===== config.mk =====
export PLATFORM = sky130hd
export DESIGN_NAME = global_timer_comparator_autoincrement
export DESIGN_NICKNAME = d
export VERILOG_FILES = /design/src/hdl/gtca_pkg.sv /design/src/hdl/global_timer_comparator_autoincrement.sv
export SDC_FILE = /design/constraint.sdc
export NUM_CORES = 1
export LEC_CHECK = 0
export BUFFER_PORTS_ARGS = -buffer_cell sky130_fd_sc_hd__buf_2
export CORE_MARGIN = 2
export CORE_UTILIZATION = 55
export DETAILED_ROUTE_END_ITERATION = 12
export GPL_TIMING_DRIVEN = 0
export PLACE_DENSITY = 0.8
export SYNTH_ARGS = -nofsm -noshare
export SYNTH_HDL_FRONTEND = slang
export SYNTH_SLANG_ARGS = --single-unit
export TNS_END_PERCENT = 5

===== constraint.sdc =====
create_clock -name clk -period 4.75 [get_ports clk]
set_input_delay 0.475 -clock clk [delete_from_list [all_inputs] [get_ports clk]]
set_output_delay 0.475 -clock clk [all_outputs]
set_load 0.05 [all_outputs]

===== src/hdl/gtca_pkg.sv =====
// Package with the transaction types and register codes of the global timer.
package gtca_pkg;

    localparam int unsigned DataWidth = 32;
    localparam int unsigned CountWidth = 64;
    localparam int unsigned PrescaleWidth = 8;

    typedef enum logic [1:0] {
        MODE_TICK  = 2'd0,
        MODE_READ  = 2'd1,
        MODE_WRITE = 2'd2,
        MODE_NOP   = 2'd3
    } mode_t;

    typedef enum logic [2:0] {
        ADDR_COUNT_LO = 3'd0,
        ADDR_COUNT_HI = 3'd1,
        ADDR_CONTROL  = 3'd2,
        ADDR_STATUS   = 3'd3,
        ADDR_CMP_LO   = 3'd4,
        ADDR_CMP_HI   = 3'd5,
        ADDR_STEP     = 3'd6,
        ADDR_UNUSED   = 3'd7
    } addr_t;

    // Bit positions in the control register as seen on the bus.
    localparam int unsigned CtrlTimerEnBit = 0;
    localparam int unsigned CtrlCmpEnBit = 1;
    localparam int unsigned CtrlIrqEnBit = 2;
    localparam int unsigned CtrlAutoIncBit = 3;
    localparam int unsigned CtrlPrescaleLsb = 8;
    localparam int unsigned StatusClearBit = 0;

    typedef struct packed {
        logic [PrescaleWidth-1:0] prescale;
        logic                     auto_inc;
        logic                     irq_en;
        logic                     cmp_en;
        logic                     timer_en;
    } ctrl_t;

    typedef struct packed {
        mode_t                mode;
        addr_t                address;
        logic [DataWidth-1:0] write_data;
    } in_item_t;

    typedef struct packed {
        logic [DataWidth-1:0] read_data;
        logic                 irq;
    } out_item_t;

endpackage


===== src/hdl/global_timer_comparator_autoincrement.sv =====
// Global 64-bit timer with comparator and auto-increment, driven by bus and tick transactions.
// The input register holds each transaction and the result register holds its result.
// Throughput, while out_ready is high: one transaction per cycle; the input and result registers
// both hand on in the same cycle, so a stalled result never blocks a free input slot.
// Reset: rst_n clears the counter, prescale phase, control, event flag, comparator
// and increment registers to zero, and empties both pipeline registers.
module global_timer_comparator_autoincrement (
    input  logic                clk,
    input  logic                rst_n,
    input  logic                in_valid,
    output logic                in_ready,
    input  gtca_pkg::in_item_t  in_data,
    output logic                out_valid,
    input  logic                out_ready,
    output gtca_pkg::out_item_t out_data
);

    localparam int unsigned DW = gtca_pkg::DataWidth;
    localparam int unsigned CW = gtca_pkg::CountWidth;
    localparam int unsigned PW = gtca_pkg::PrescaleWidth;

    // Input register: holds one accepted transaction until it is processed.
    logic               in_valid_reg;
    gtca_pkg::in_item_t in_item_reg;

    // Result register.
    logic                out_valid_reg;
    gtca_pkg::out_item_t out_data_reg;
    gtca_pkg::out_item_t out_data_next;

    // Architectural timer state.
    logic [CW-1:0]   count_reg, count_next;
    logic [PW-1:0]   phase_reg, phase_next;
    gtca_pkg::ctrl_t ctrl_reg, ctrl_next;
    logic            event_reg, event_next;
    logic [CW-1:0]   cmp_reg, cmp_next;
    logic [DW-1:0]   step_reg, step_next;

    // The held transaction is processed when the result register is free or
    // is being emptied in this cycle. State is updated at that same edge, so
    // the next transaction always sees the effect of the previous one.
    logic advance;
    assign advance   = in_valid_reg && (!out_valid_reg || out_ready);
    assign in_ready  = !in_valid_reg || advance;
    assign out_valid = out_valid_reg;
    assign out_data  = out_data_reg;

    // Tick datapath: one increment followed by the compare, with the
    // auto-increment sum formed in parallel and selected afterwards.
    logic [CW-1:0] count_inc;
    logic          cmp_hit;
    logic [CW-1:0] cmp_sum;
    logic          phase_done;

    assign count_inc  = count_reg + {{(CW-1){1'b0}}, 1'b1};
    assign cmp_hit    = count_inc >= cmp_reg;
    assign cmp_sum    = cmp_reg + {{(CW-DW){1'b0}}, step_reg};
    assign phase_done = phase_reg >= ctrl_reg.prescale;

    // Bus view of the control register.
    logic [DW-1:0] ctrl_read;
    always_comb
    begin
        ctrl_read = '0;
        ctrl_read[gtca_pkg::CtrlTimerEnBit] = ctrl_reg.timer_en;
        ctrl_read[gtca_pkg::CtrlCmpEnBit]   = ctrl_reg.cmp_en;
        ctrl_read[gtca_pkg::CtrlIrqEnBit]   = ctrl_reg.irq_en;
        ctrl_read[gtca_pkg::CtrlAutoIncBit] = ctrl_reg.auto_inc;
        ctrl_read[gtca_pkg::CtrlPrescaleLsb +: PW] = ctrl_reg.prescale;
    end

    always_comb
    begin
        count_next = count_reg;
        phase_next = phase_reg;
        ctrl_next  = ctrl_reg;
        event_next = event_reg;
        cmp_next   = cmp_reg;
        step_next  = step_reg;
        out_data_next.read_data = '0;

        case (in_item_reg.mode)
            gtca_pkg::MODE_TICK:
            begin
                // A disabled timer ignores ticks entirely.
                if (ctrl_reg.timer_en)
                begin
                    if (phase_done)
                    begin
                        phase_next = '0;
                        count_next = count_inc;
                        if (ctrl_reg.cmp_en && cmp_hit)
                        begin
                            event_next = 1'b1;
                            if (ctrl_reg.auto_inc)
                            begin
                                cmp_next = cmp_sum;
                            end
                        end
                    end
                    else
                    begin
                        phase_next = phase_reg + {{(PW-1){1'b0}}, 1'b1};
                    end
                end
            end
            gtca_pkg::MODE_READ:
            begin
                case (in_item_reg.address)
                    gtca_pkg::ADDR_COUNT_LO: out_data_next.read_data = count_reg[DW-1:0];
                    gtca_pkg::ADDR_COUNT_HI: out_data_next.read_data = count_reg[CW-1:DW];
                    gtca_pkg::ADDR_CONTROL:  out_data_next.read_data = ctrl_read;
                    gtca_pkg::ADDR_STATUS:   out_data_next.read_data = {{(DW-1){1'b0}}, event_reg};
                    gtca_pkg::ADDR_CMP_LO:   out_data_next.read_data = cmp_reg[DW-1:0];
                    gtca_pkg::ADDR_CMP_HI:   out_data_next.read_data = cmp_reg[CW-1:DW];
                    gtca_pkg::ADDR_STEP:     out_data_next.read_data = step_reg;
                    default:                 out_data_next.read_data = '0;
                endcase
            end
            gtca_pkg::MODE_WRITE:
            begin
                case (in_item_reg.address)
                    gtca_pkg::ADDR_COUNT_LO:
                    begin
                        // Counter writes are dropped while the timer runs.
                        if (!ctrl_reg.timer_en)
                        begin
                            count_next[DW-1:0] = in_item_reg.write_data;
                        end
                    end
                    gtca_pkg::ADDR_COUNT_HI:
                    begin
                        if (!ctrl_reg.timer_en)
                        begin
                            count_next[CW-1:DW] = in_item_reg.write_data;
                        end
                    end
                    gtca_pkg::ADDR_CONTROL:
                    begin
                        ctrl_next.timer_en = in_item_reg.write_data[gtca_pkg::CtrlTimerEnBit];
                        ctrl_next.cmp_en   = in_item_reg.write_data[gtca_pkg::CtrlCmpEnBit];
                        ctrl_next.irq_en   = in_item_reg.write_data[gtca_pkg::CtrlIrqEnBit];
                        ctrl_next.auto_inc = in_item_reg.write_data[gtca_pkg::CtrlAutoIncBit];
                        ctrl_next.prescale =
                            in_item_reg.write_data[gtca_pkg::CtrlPrescaleLsb +: PW];
                    end
                    gtca_pkg::ADDR_STATUS:
                    begin
                        // Write one to clear the event flag.
                        if (in_item_reg.write_data[gtca_pkg::StatusClearBit])
                        begin
                            event_next = 1'b0;
                        end
                    end
                    gtca_pkg::ADDR_CMP_LO: cmp_next[DW-1:0]  = in_item_reg.write_data;
                    gtca_pkg::ADDR_CMP_HI: cmp_next[CW-1:DW] = in_item_reg.write_data;
                    gtca_pkg::ADDR_STEP:   step_next         = in_item_reg.write_data;
                    default:
                    begin
                    end
                endcase
            end
            default:
            begin
            end
        endcase

        // The interrupt line reflects the state after this transaction.
        out_data_next.irq = event_next && ctrl_next.irq_en;
    end

    // Control and timer state.
    always_ff @(posedge clk or negedge rst_n)
    begin
        if (!rst_n)
        begin
            in_valid_reg  <= 1'b0;
            out_valid_reg <= 1'b0;
            count_reg     <= '0;
            phase_reg     <= '0;
            ctrl_reg      <= '0;
            event_reg     <= 1'b0;
            cmp_reg       <= '0;
            step_reg      <= '0;
        end
        else
        begin
            if (in_ready)
            begin
                in_valid_reg <= in_valid;
            end
            if (advance)
            begin
                out_valid_reg <= 1'b1;
                count_reg     <= count_next;
                phase_reg     <= phase_next;
                ctrl_reg      <= ctrl_next;
                event_reg     <= event_next;
                cmp_reg       <= cmp_next;
                step_reg      <= step_next;
            end
            else if (out_ready)
            begin
                out_valid_reg <= 1'b0;
            end
        end
    end

    // Payload registers.
    always_ff @(posedge clk)
    begin
        if (in_ready && in_valid)
        begin
            in_item_reg <= in_data;
        end
        if (advance)
        begin
            out_data_reg <= out_data_next;
        end
    end

`ifndef SYNTHESIS
    // A stopped timer keeps its count unless software writes it.
    assert property (@(posedge clk) disable iff (!rst_n)
        (!ctrl_reg.timer_en && !(advance && in_item_reg.mode == gtca_pkg::MODE_WRITE))
        |=> $stable(count_reg))
    else $error("counter moved while the timer was stopped");

    // The event flag can only be raised by a processed tick.
    assert property (@(posedge clk) disable iff (!rst_n)
        $rose(event_reg) |-> $past(advance && in_item_reg.mode == gtca_pkg::MODE_TICK))
    else $error("event flag set by a non-tick transaction");

    // The stored interrupt bit matches the state left by the same transaction.
    assert property (@(posedge clk) disable iff (!rst_n)
        advance |=> (out_data_reg.irq == (event_reg && ctrl_reg.irq_en)))
    else $error("irq in result disagrees with timer state");

    // Only reads return data.
    assert property (@(posedge clk) disable iff (!rst_n)
        (advance && in_item_reg.mode != gtca_pkg::MODE_READ)
        |=> (out_data_reg.read_data == '0))
    else $error("non-read transaction returned data");

    // A running counter only moves on a prescaler rollover.
    assert property (@(posedge clk) disable iff (!rst_n)
        ($past(ctrl_reg.timer_en) && (count_reg != $past(count_reg))) |-> (phase_reg == '0))
    else $error("counter advanced without a prescaler rollover");
`endif

endmodule

==> flow_metrics.tcl, run 1 <==
set metrics [dict create \
    outcome "complete, but fails checks" \
    violations "max-capacitance violations, negative setup slack" \
    die-area_um2 32700 \
    grt_max_degree 95 \
    core_um2 30700 \
    drt-pass1-iter-count 6 \
    synth_edf_count 70 \
    crit_arrival_ns 5.31 \
    cts_sinks 253 \
    clk_latency_ns 0.58 \
    cts.htree.levels 1 \
    syn_area_um2 17200 \
    fin_nets 2202 \
    crit_path_end_kind "flop" \
    synth.top_cell.area_share_pct 26.6 \
    worstHoldPathCells 1 \
    setup_viol 21 \
    clk_pin_slew_ns 0.07 \
    synthDistinctLibCells 76 \
    ys_seq_elements 253 \
    grt_pass1_vias 16326 \
    antenna_cells 0 \
    fin_cells 2473 \
    layout-drive-gt1-share_pct 16.8 \
    power_density_nw_per_um2 419 \
    slew_headroom_pct 0.0935 \
    vdd_drop_max_uv 293 \
    gp_congestion 1.09 \
    clk_path_buf_depth 3 \
    antenna_found_initial 2 \
    critPathKind "flop to flop" \
    placedCellCount 2365 \
    r2r_start "count_reg[0]$_DFFE_PN0P_" \
    worstHoldEndpoint "in_item_reg[26]$_DFFE_PP_" \
    cp.required_ns 5.21 \
    io_pins 76 \
    via_per_inst 6.98 \
    clock.fmax_ghz 0.206 \
    dp_slack_ns -1.14 \
    fin_crit_sh_pct 102 \
    yosys.area.top_type "dfrtp_1" \
    grt_pass1_wl_um 107000 \
    skew_ns 0.0196 \
    r2r_slack_ns -0.1 \
    root_buffer "clkbuf_16" \
    fillerInstances 2586 \
    seq_area_frac_synth_pct 38.9 \
    antenna_left 0 \
    worstSetupStartpointType "flop" \
    finalCriticalPeriod_ns 4.85 \
    finalHoldViolations 0 \
    drt_wl_total_um 74500 \
    min_from "in_data[26]" \
    power.total_uw 8360 \
    grt_remaining_overflow 0 \
    synth_ff_type "dfrtp_1" \
    drt_iter0_drc 2778 \
    timing.rr.end "cmp_reg[26]$_DFFE_PN0P_" \
    finalMaxSlewViolations 0 \
    cts_tree "yes" \
    wire_per_inst_um 30.1 \
    start_util_pct 56.0 \
    area_growth_pct 15.9 \
    async_reset_ff_share_pct 72.3 \
    yosys_warnings 0 \
    drc_errors 0 \
    syn-num-nets 2039 \
    drv_cap 1 \
    die_h_um 181 \
    port_buffers 75 \
    tightest_slew_ns 1.50 \
    rsz0062_at_grt "yes" \
    die_x_um 181 \
    track_usage_pct 44.5 \
    power.leakage_uw 0.00870 \
    dp_hpwl_um 55400 \
    rr_worst_depth 21 \
    worst_slack_ns -0.0991 \
    synthCells 1891 \
    vias 17251 \
    synthTopCellsByArea "dfrtp_1 27%, edfxtp_1 12%, ha_1 7.7%" \
    hold_path.class "primary input to flop" \
    synth.most_common_cell "dfrtp_1" \
    worstPathMaxFanout 6 \
    cts-buffers-inserted 29 \
    avgSynthCellArea_um2 9.09 \
    holdWs_ns 0.0631 \
    rows 64 \
    synth_common_cells "183 x dfrtp_1, 174 x nor2_1, 160 x nand2_1" \
]
-- what timing repair did --
| action | 4_1_cts | 5_1_grt |
|---|---|---|
| cloned | 1 | 1 |
| buffers inserted | 35 | 23 |
| resized for setup | 66 | 49 |
| setup endpoints to repair | 66 | 64 |
| pin swaps | 22 | 22 |
| endpoints found under the hold margin | 26 | 0 |
| hold buffers | 1 | 0 |
-- cells by family (layout without fill, tap and decap cells) --
| kind of cell | count (synthesis) | after routing | synth area share (%) |
|---|---|---|---|
| XOR/XNOR | 88 | 88 | 4.48 |
| AND/OR/NAND/NOR | 577 | 577 | 16.0 |
| adder cells (fa/ha/maj) | 107 | 107 | 7.83 |
| multiplexers | 102 | 102 | 6.92 |
| buffers and inverters | 195 | 381 | 4.58 |
| flip-flops | 253 | 253 | 38.9 |
| AO/OA/AOI/OAI | 569 | 569 | 21.3 |
-- report_power, final --
group          total (uW)  switching (uW)  internal (uW)  leakage, uW
Combinational        2880            1730           1140      0.00526
Sequential           3180             576           2610      0.00299
Clock                2300             983           1310     0.000454
-- routing by layer --
layer  vias to the layer above  global-route usage (%)  routed length, um
met3                       302                    15.5              11500
met4                         2                    22.0               4750
met5                         -                       0                 18
met1                      8280                    60.9              28500
li1                       7267                       -                  -
met2                      1400                    62.3              29700
-- critical path, stage by stage, from the launching register on --
cell      delay (ns)
dfrtp_2         0.38
ha_2            0.21
nand3_1         0.13
nor2_4          0.19
and3_4          0.25
nand4_4         0.19
nor3_4          0.35
nand3_2         0.18
xnor2_2         0.19
ha_1            0.28
nand4_1         0.17
nor2_4          0.14
nand4_1         0.17
a311oi_1        0.41
nand4b_1        0.34
a211oi_4        0.09
buf_6           0.17
o21ai_4         0.13
nand2_4         0.13
buf_4           0.18
buf_12          0.14
mux2_4          0.29
-- how the worst max path moves through the flow --
stage | startpoint | to
floorplan | count_reg[6]$_DFFE_PN0P_ | cmp_reg[11]$_DFFE_PN0P_
global placement | count_reg[29]$_DFFE_PN0P_ | cmp_reg[39]$_DFFE_PN0P_
detailed placement | count_reg[29]$_DFFE_PN0P_ | cmp_reg[28]$_DFFE_PN0P_
CTS | count_reg[29]$_DFFE_PN0P_ | cmp_reg[25]$_DFFE_PN0P_
global route | count_reg[0]$_DFFE_PN0P_ | cmp_reg[25]$_DFFE_PN0P_
finish | count_reg[0]$_DFFE_PN0P_ | cmp_reg[26]$_DFFE_PN0P_
-- area by class of cell --
| cell class | count | area, um^2 | area share, % |
|---|---|---|---|
| Tap cell | 396 | 495 | 2.49 |
| Buffer | 101 | 514 | 2.58 |
| Clock inverter | 14 | 141 | 0.710 |
| Sequential cell | 253 | 6710 | 33.7 |
| Clock buffer | 40 | 787 | 3.95 |
| Timing Repair Buffer | 137 | 935 | 4.69 |
| Inverter | 89 | 334 | 1.68 |
| Multi-Input combinational cell | 1443 | 10000 | 50.3 |
-- metrics by stage --
stage               area [um^2]  utilization [%]  TNS [ns]
floorplan                 17200                -         0
global placement          18100             58.9    -75.20
detailed placement        18200             59.2    -66.54
CTS                       19600             64.0         0
global route              19900             65.0     -7.32
finish                    19900             65.0     -1.59
-- cells in the final DEF (no fill, tap or decap), types with 15 or more instances in the layout --
cell	synthesis	final
nor2_1	174	166
dfrtp_1	183	164
nand2_1	160	160
a21oi_1	144	144
o21ai_0	130	128
ha_1	106	105
inv_1	89	89
buf_2	15	81
clkbuf_1	68	73
edfxtp_1	70	70
buf_4	3	59
nand3_1	64	58
xnor2_1	57	54
mux2_2	46	46
a22oi_1	40	40
a31oi_1	39	38
mux2i_1	34	34
xor2_1	31	30
clkbuf_16	0	29
and3_1	32	25
o31ai_1	24	24
nand4_1	23	23
o22ai_1	23	23
a21o_1	22	22
nor3_1	24	22
a2bb2oi_1	25	22
mux2_4	22	22
nor2b_1	20	20
o22a_1	20	20
dfrtp_2	0	19
and2_1	20	18
nand2b_1	19	18
buf_1	15	15
(Power assumes the default switching activity.)
==> run 2: changes to the inputs <==
- CORE_UTILIZATION: 55 -> 30
- PLACE_DENSITY: 0.8 -> 0.53
- SKIP_CTS_REPAIR_TIMING: default -> 1
==> flow_metrics.tcl, run 2 (synthesized netlist as in run 1, its figures left out) <==
set metrics [dict create \
    clkPwrFrac_pct 31.5 \
    die-area_um2 59200 \
    antenna_found_initial 2 \
    holdWs_ns 0.0823 \
    area_growth_pct 18.5 \
    finalMaxSlewViolations 0 \
    outcome "complete, but fails checks" \
    r2r_start "count_reg[7]$_DFFE_PN0P_" \
    pwr-share-comb_pct 32.1 \
    place_area_um2 18600 \
    antenna_left 0 \
    io_pins 76 \
    grtUsageMet2_pct 38.8 \
    clk_path_buf_depth 3 \
    drc_errors 0 \
    violations "negative setup slack" \
    p_int_uw 5410 \
    crit_chain "buf_6 -> nand4_1 -> buf_6 -> nor2_4 -> and3_4 -> buf_8 -> and4_4 -> nand2b_4 -> nor2_4 -> nand3_1 -> xnor2_1 -> ha_1 -> nand3_1 -> nor2_2 -> nand4_1 -> or4_4 -> a31oi_1 -> a211oi_4 -> o21ai_2 -> nand2_4 -> clkbuf_16 -> mux2_4" \
    fin_nets 2190 \
    skew_ns 0.0255 \
    setup_viol 63 \
    final_cell_mix "168 x nor2_1, 167 x dfrtp_1, 160 x nand2_1" \
    clock.fmax_ghz 0.198 \
    grtUsageMet1_pct 34.0 \
    tightest_slew_ns 1.42 \
    drt_wl_total_um 77900 \
    cts.htree.levels 2 \
    critPathTopFamily "simple AND/OR/NAND/NOR gates" \
    clk_latency_ns 0.57 \
    grt-busiest-layer "met2" \
    fillerInstances 5827 \
    crit_buf_inv 4 \
    core_um2 56500 \
    placedCellCount 2725 \
    crit_slowest_cell "or4_4" \
    dp_hpwl_um 58700 \
    max_stage_delay_ns 0.60 \
    root_buffer "clkbuf_16" \
    crit_path_end_kind "flop" \
    switching_share_pct 38.4 \
    met3_usage_pct 5.55 \
    power_density_nw_per_um2 432 \
    layout-drive-gt1-share_pct 15.4 \
    drt_iter0_drc 2044 \
    die_x_um 243 \
    clk_pin_slew_ns 0.06 \
    drt-pass1-iter-count 6 \
    fin_cells 2824 \
    grt_pass1_wl_um 110000 \
    rsz0062_at_grt "yes" \
    worstPathMaxFanout 7 \
    switching_power_uw 3380 \
    drv_cap 0 \
    worst_slack_ns -0.301 \
    cts_sinks 253 \
    crit_start "count_reg[7]$_DFFE_PN0P_" \
    gp_congestion 0.995 \
    slew_headroom_pct 5.33 \
    finalHoldViolations 0 \
    worstSetupStartpointType "flop" \
    rows 87 \
    grt_pass1_vias 15881 \
    dp_slack_ns -1.15 \
    start_util_pct 30.4 \
    final_common_cell "nor2_1" \
    vdd_drop_max_uv 220 \
    fin_crit_sh_pct 106 \
    crit_arrival_ns 5.49 \
    cp.required_ns 5.19 \
    fin_area_um2 20400 \
    track_usage_pct 25.4 \
    cts-buffers-inserted 34 \
    antenna_cells 0 \
    power.leakage_uw 0.00872 \
    cts_tree "yes" \
    min_from "in_data[7]" \
    vias 16548 \
    grt_max_degree 105 \
    port_buffers 75 \
    via_per_inst 5.86 \
    setup_tns_ns -12.37 \
    critPathKind "flop to flop" \
    finalCriticalPeriod_ns 5.05 \
    hold_path.class "primary input to flop" \
    wire_per_inst_um 27.6 \
    grt_remaining_overflow 0 \
    die_h_um 243 \
    pwr-share-seq_pct 36.4 \
]
[run 2: changes by cell type in the layout (fill, tap and decap cells not counted), moves of 4 or more]
cell,change
nand3_2,-4
clkbuf_16,+7
clkbuf_1,-4
buf_4,-24
nand3_1,+5
buf_6,+4
[run 2: final cells by class]
cell class              instances  area, um^2  share of cell area, %
repair buffers                118         815                   4.00
plain buffers                 103         519                   2.55
multi-input cells            1443        9890                   48.5
flip-flops and latches        253        6700                   32.9
clock buffers                  41         897                   4.40
clock inverters                21         272                   1.33
inverters                      89         334                   1.64
well taps                     756         946                   4.64
[run 2: worst reg2reg max path, cell delays in order, from the launching register on]
cell,delay (ns)
dfrtp_1,0.34
buf_6,0.11
nand4_1,0.11
buf_6,0.16
nor2_4,0.19
and3_4,0.23
buf_8,0.10
and4_4,0.28
nand2b_4,0.09
nor2_4,0.21
nand3_1,0.25
xnor2_1,0.21
ha_1,0.28
nand3_1,0.08
nor2_2,0.15
nand4_1,0.19
or4_4,0.60
a31oi_1,0.27
a211oi_4,0.13
o21ai_2,0.22
nand2_4,0.19
clkbuf_16,0.25
mux2_4,0.29
[run 2: power groups by stage]
stage | logic, uW | clock network, uW | registers, uW
finish | 2820 | 2770 | 3200
detailed placement | 2670 | 0 | 3180
global placement | 2610 | 0 | 3180
global route | 3090 | 2900 | 3220
CTS | 2690 | 2810 | 3140
floorplan | 1860 | 0 | 2990
[run 2: worst paths after layout]
check / to / slack, ns / cells after the start
min: in_item_reg[7]$_DFFE_PP_ / 0.08 / 1
min reg2reg: out_valid$_DFFE_PN0P_ / 0.47 / 1
max reg2reg: cmp_reg[14]$_DFFE_PN0P_ / -0.30 / 22
max: cmp_reg[14]$_DFFE_PN0P_ / -0.30 / 22
min in group asynchronous: out_valid$_DFFE_PN0P_ / 0.47 / 2
max in group asynchronous: count_reg[29]$_DFFE_PN0P_ / 3.14 / 3
[run 2: stage by stage]
stage / total power (uW) / util (%)
finish: 8790 / 36.1
global route: 9210 / 36.1
CTS: 8650 / 35.0
detailed placement: 5850 / 32.9
global placement: 5790 / 32.8
floorplan: 4850 / -
[run 2: layer usage]
layer / part of all wire [%] / routed length [um] / vias up
li1: - / - / 7258
met4: 5.4 / 4210 / 0
met5: 0 / 0 / -
met2: 44 / 33900 / 929
met1: 41 / 32000 / 8148
met3: 10 / 7760 / 213
==> run 3: changes to the inputs <==
- CTS_BUF_LIST: default -> sky130_fd_sc_hd__clkbuf_4 sky130_fd_sc_hd__clkbuf_8
==> flow_metrics.tcl, run 3 (synthesized netlist as in run 1, its figures left out) <==
set metrics [dict create \
    track_usage_pct 25.5 \
    setup_viol 66 \
    drt_wl_total_um 77900 \
    worstSetupStartpointType "flop" \
    grt_remaining_overflow 0 \
    slew_headroom_pct 7.43 \
    crit_chain "nand3_2 -> nor2_1 -> nand3_1 -> nor3_1 -> and3_1 -> nand3_1 -> xnor2_1 -> ha_1 -> a21oi_1 -> o21ai_0 -> a221o_1 -> a221oi_1 -> a31oi_1 -> a211oi_4 -> buf_6 -> o21ai_2 -> nand2_2 -> buf_6 -> mux2_4" \
    worstHoldPathCells 2 \
    vdd_drop_max_uv 200 \
    power_density_nw_per_um2 410 \
    violations "negative setup slack" \
    fin_nets 2220 \
    tightest_slew_ns 1.39 \
    hold_path.class "primary input to flop" \
    power.leakage_uw 0.00868 \
    antenna_found_initial 4 \
    clock.fmax_ghz 0.188 \
    max_stage_delay_ns 0.78 \
    crit_slowest_cell "nor3_1" \
    cts_sinks 253 \
    grt_max_degree 105 \
    core_um2 56500 \
    cts-buffers-inserted 49 \
    outcome "complete, but fails checks" \
    grt_pass1_vias 16032 \
    port_buffers 75 \
    worst_slack_ns -0.576 \
    start_util_pct 30.4 \
    antenna_left 0 \
    die_x_um 243 \
    clk_pin_slew_ns 0.06 \
    finalMaxSlewViolations 0 \
    vias 16709 \
    finalHoldViolations 0 \
    drt-pass1-iter-count 6 \
    via_per_inst 5.82 \
    drv_cap 0 \
    clk_path_buf_depth 3 \
    area_growth_pct 18.1 \
    wire_per_inst_um 27.1 \
    root_buffer "clkbuf_8" \
    final_common_cell "dfrtp_1" \
    die_h_um 243 \
    final_util_pct 35.9 \
    die-area_um2 59200 \
    drc_errors 0 \
    fin_cells 2869 \
    io_pins 76 \
    fin_crit_sh_pct 112 \
    crit_path_end_kind "flop" \
    grt_pass1_wl_um 111000 \
    skew_ns 0.0314 \
    cp.required_ns 5.30 \
    cts.htree.levels 2 \
    crit_arrival_ns 5.88 \
    rows 87 \
    final_cell_mix "178 x dfrtp_1, 169 x nor2_1, 160 x nand2_1" \
    clk_latency_ns 0.68 \
    gp_congestion 0.995 \
    cts_tree "yes" \
    drt_iter0_drc 1958 \
    critPathKind "flop to flop" \
    rr_worst_depth 19 \
    placedCellCount 2725 \
    finalCriticalPeriod_ns 5.33 \
    rsz0062_at_grt "yes" \
    dp_hpwl_um 58700 \
    layout-drive-gt1-share_pct 14.9 \
    worstPathMaxFanout 10 \
]
==> run 3: cell types whose count changed in the layout (fill, tap and decap cells not counted), moves of 5 or more <==
cell / delta
clkinv_2: +6
buf_4: -18
dfrtp_2: -11
clkbuf_4: +12
clkinv_1: +5
dfrtp_1: +11
clkbuf_8: +50
dlygate4sd3_1: +37
clkbuf_16: -35
==> run 3: layer usage <==
metal	global-route usage (%)	share of wire, %	vias up
met5	0	0	-
met1	34.2	41	8276
met3	5.77	9.8	214
met4	12.3	5.2	0
li1	-	-	7312
met2	38.9	44	907
==> run 3: report_power, final <==
group / switching (uW) / internal (uW)
sequential: 594 / 2600
clock: 1100 / 1240
combinational: 1680 / 1100
total: 3380 / 4940
==> run 3: per-stage QoR <==
| step | power [uW] | area [um^2] | worst slack, ns | hold WS (ns) | TNS [ns] |
|---|---|---|---|---|---|
| after floorplan | 4850 | 17200 | 0.405 | 0.179 | 0 |
| after global placement | 5790 | 18500 | -1.16 | 0.458 | -123.02 |
| after detailed placement | 5850 | 18600 | -1.15 | 0.473 | -68.33 |
| after CTS | 8220 | 19600 | -1.16 | -0.207 | -69.14 |
| after global routing | 8740 | 20300 | -0.634 | 0.00535 | -35.52 |
| final | 8320 | 20300 | -0.576 | 0.0106 | -29.56 |
==> run 3: final timing paths <==
kind / start / to / slack, ns
max: count_reg[3]$_DFFE_PN0P_ / cmp_reg[29]$_DFFE_PN0P_ / -0.58
max in group asynchronous: rst_n / count_reg[30]$_DFFE_PN0P_ / 3.27
min in group asynchronous: rst_n / out_valid$_DFFE_PN0P_ / 0.38
max reg2reg: count_reg[3]$_DFFE_PN0P_ / cmp_reg[29]$_DFFE_PN0P_ / -0.58
min reg2reg: in_valid_reg$_DFFE_PN0N_ / out_valid$_DFFE_PN0P_ / 0.47
min: in_valid / in_valid_reg$_DFFE_PN0N_ / 0.01
==> run 3: final cells by class <==
| type | instances | area [um^2] |
|---|---|---|
| multi-input cells | 1443 | 9870 |
| flip-flops and latches | 253 | 6690 |
| clock inverters | 26 | 185 |
| plain buffers | 104 | 494 |
| clock buffers | 65 | 813 |
| repair buffers | 132 | 975 |
| diodes | 1 | 2.50 |
| fillers | 5856 | 36200 |
| well taps | 756 | 946 |
| inverters | 89 | 334 |
==> run 3: worst max-delay path: cells and delay by family (launching register included) <==
kind            cells  cell delay (ns)
simple gates        7             2.24
compound gates      7             1.24
buf+inv             2             0.44
flops               1             0.49
xor+xnor            1             0.17
mux                 1             0.31
fa+ha+maj           1             0.29
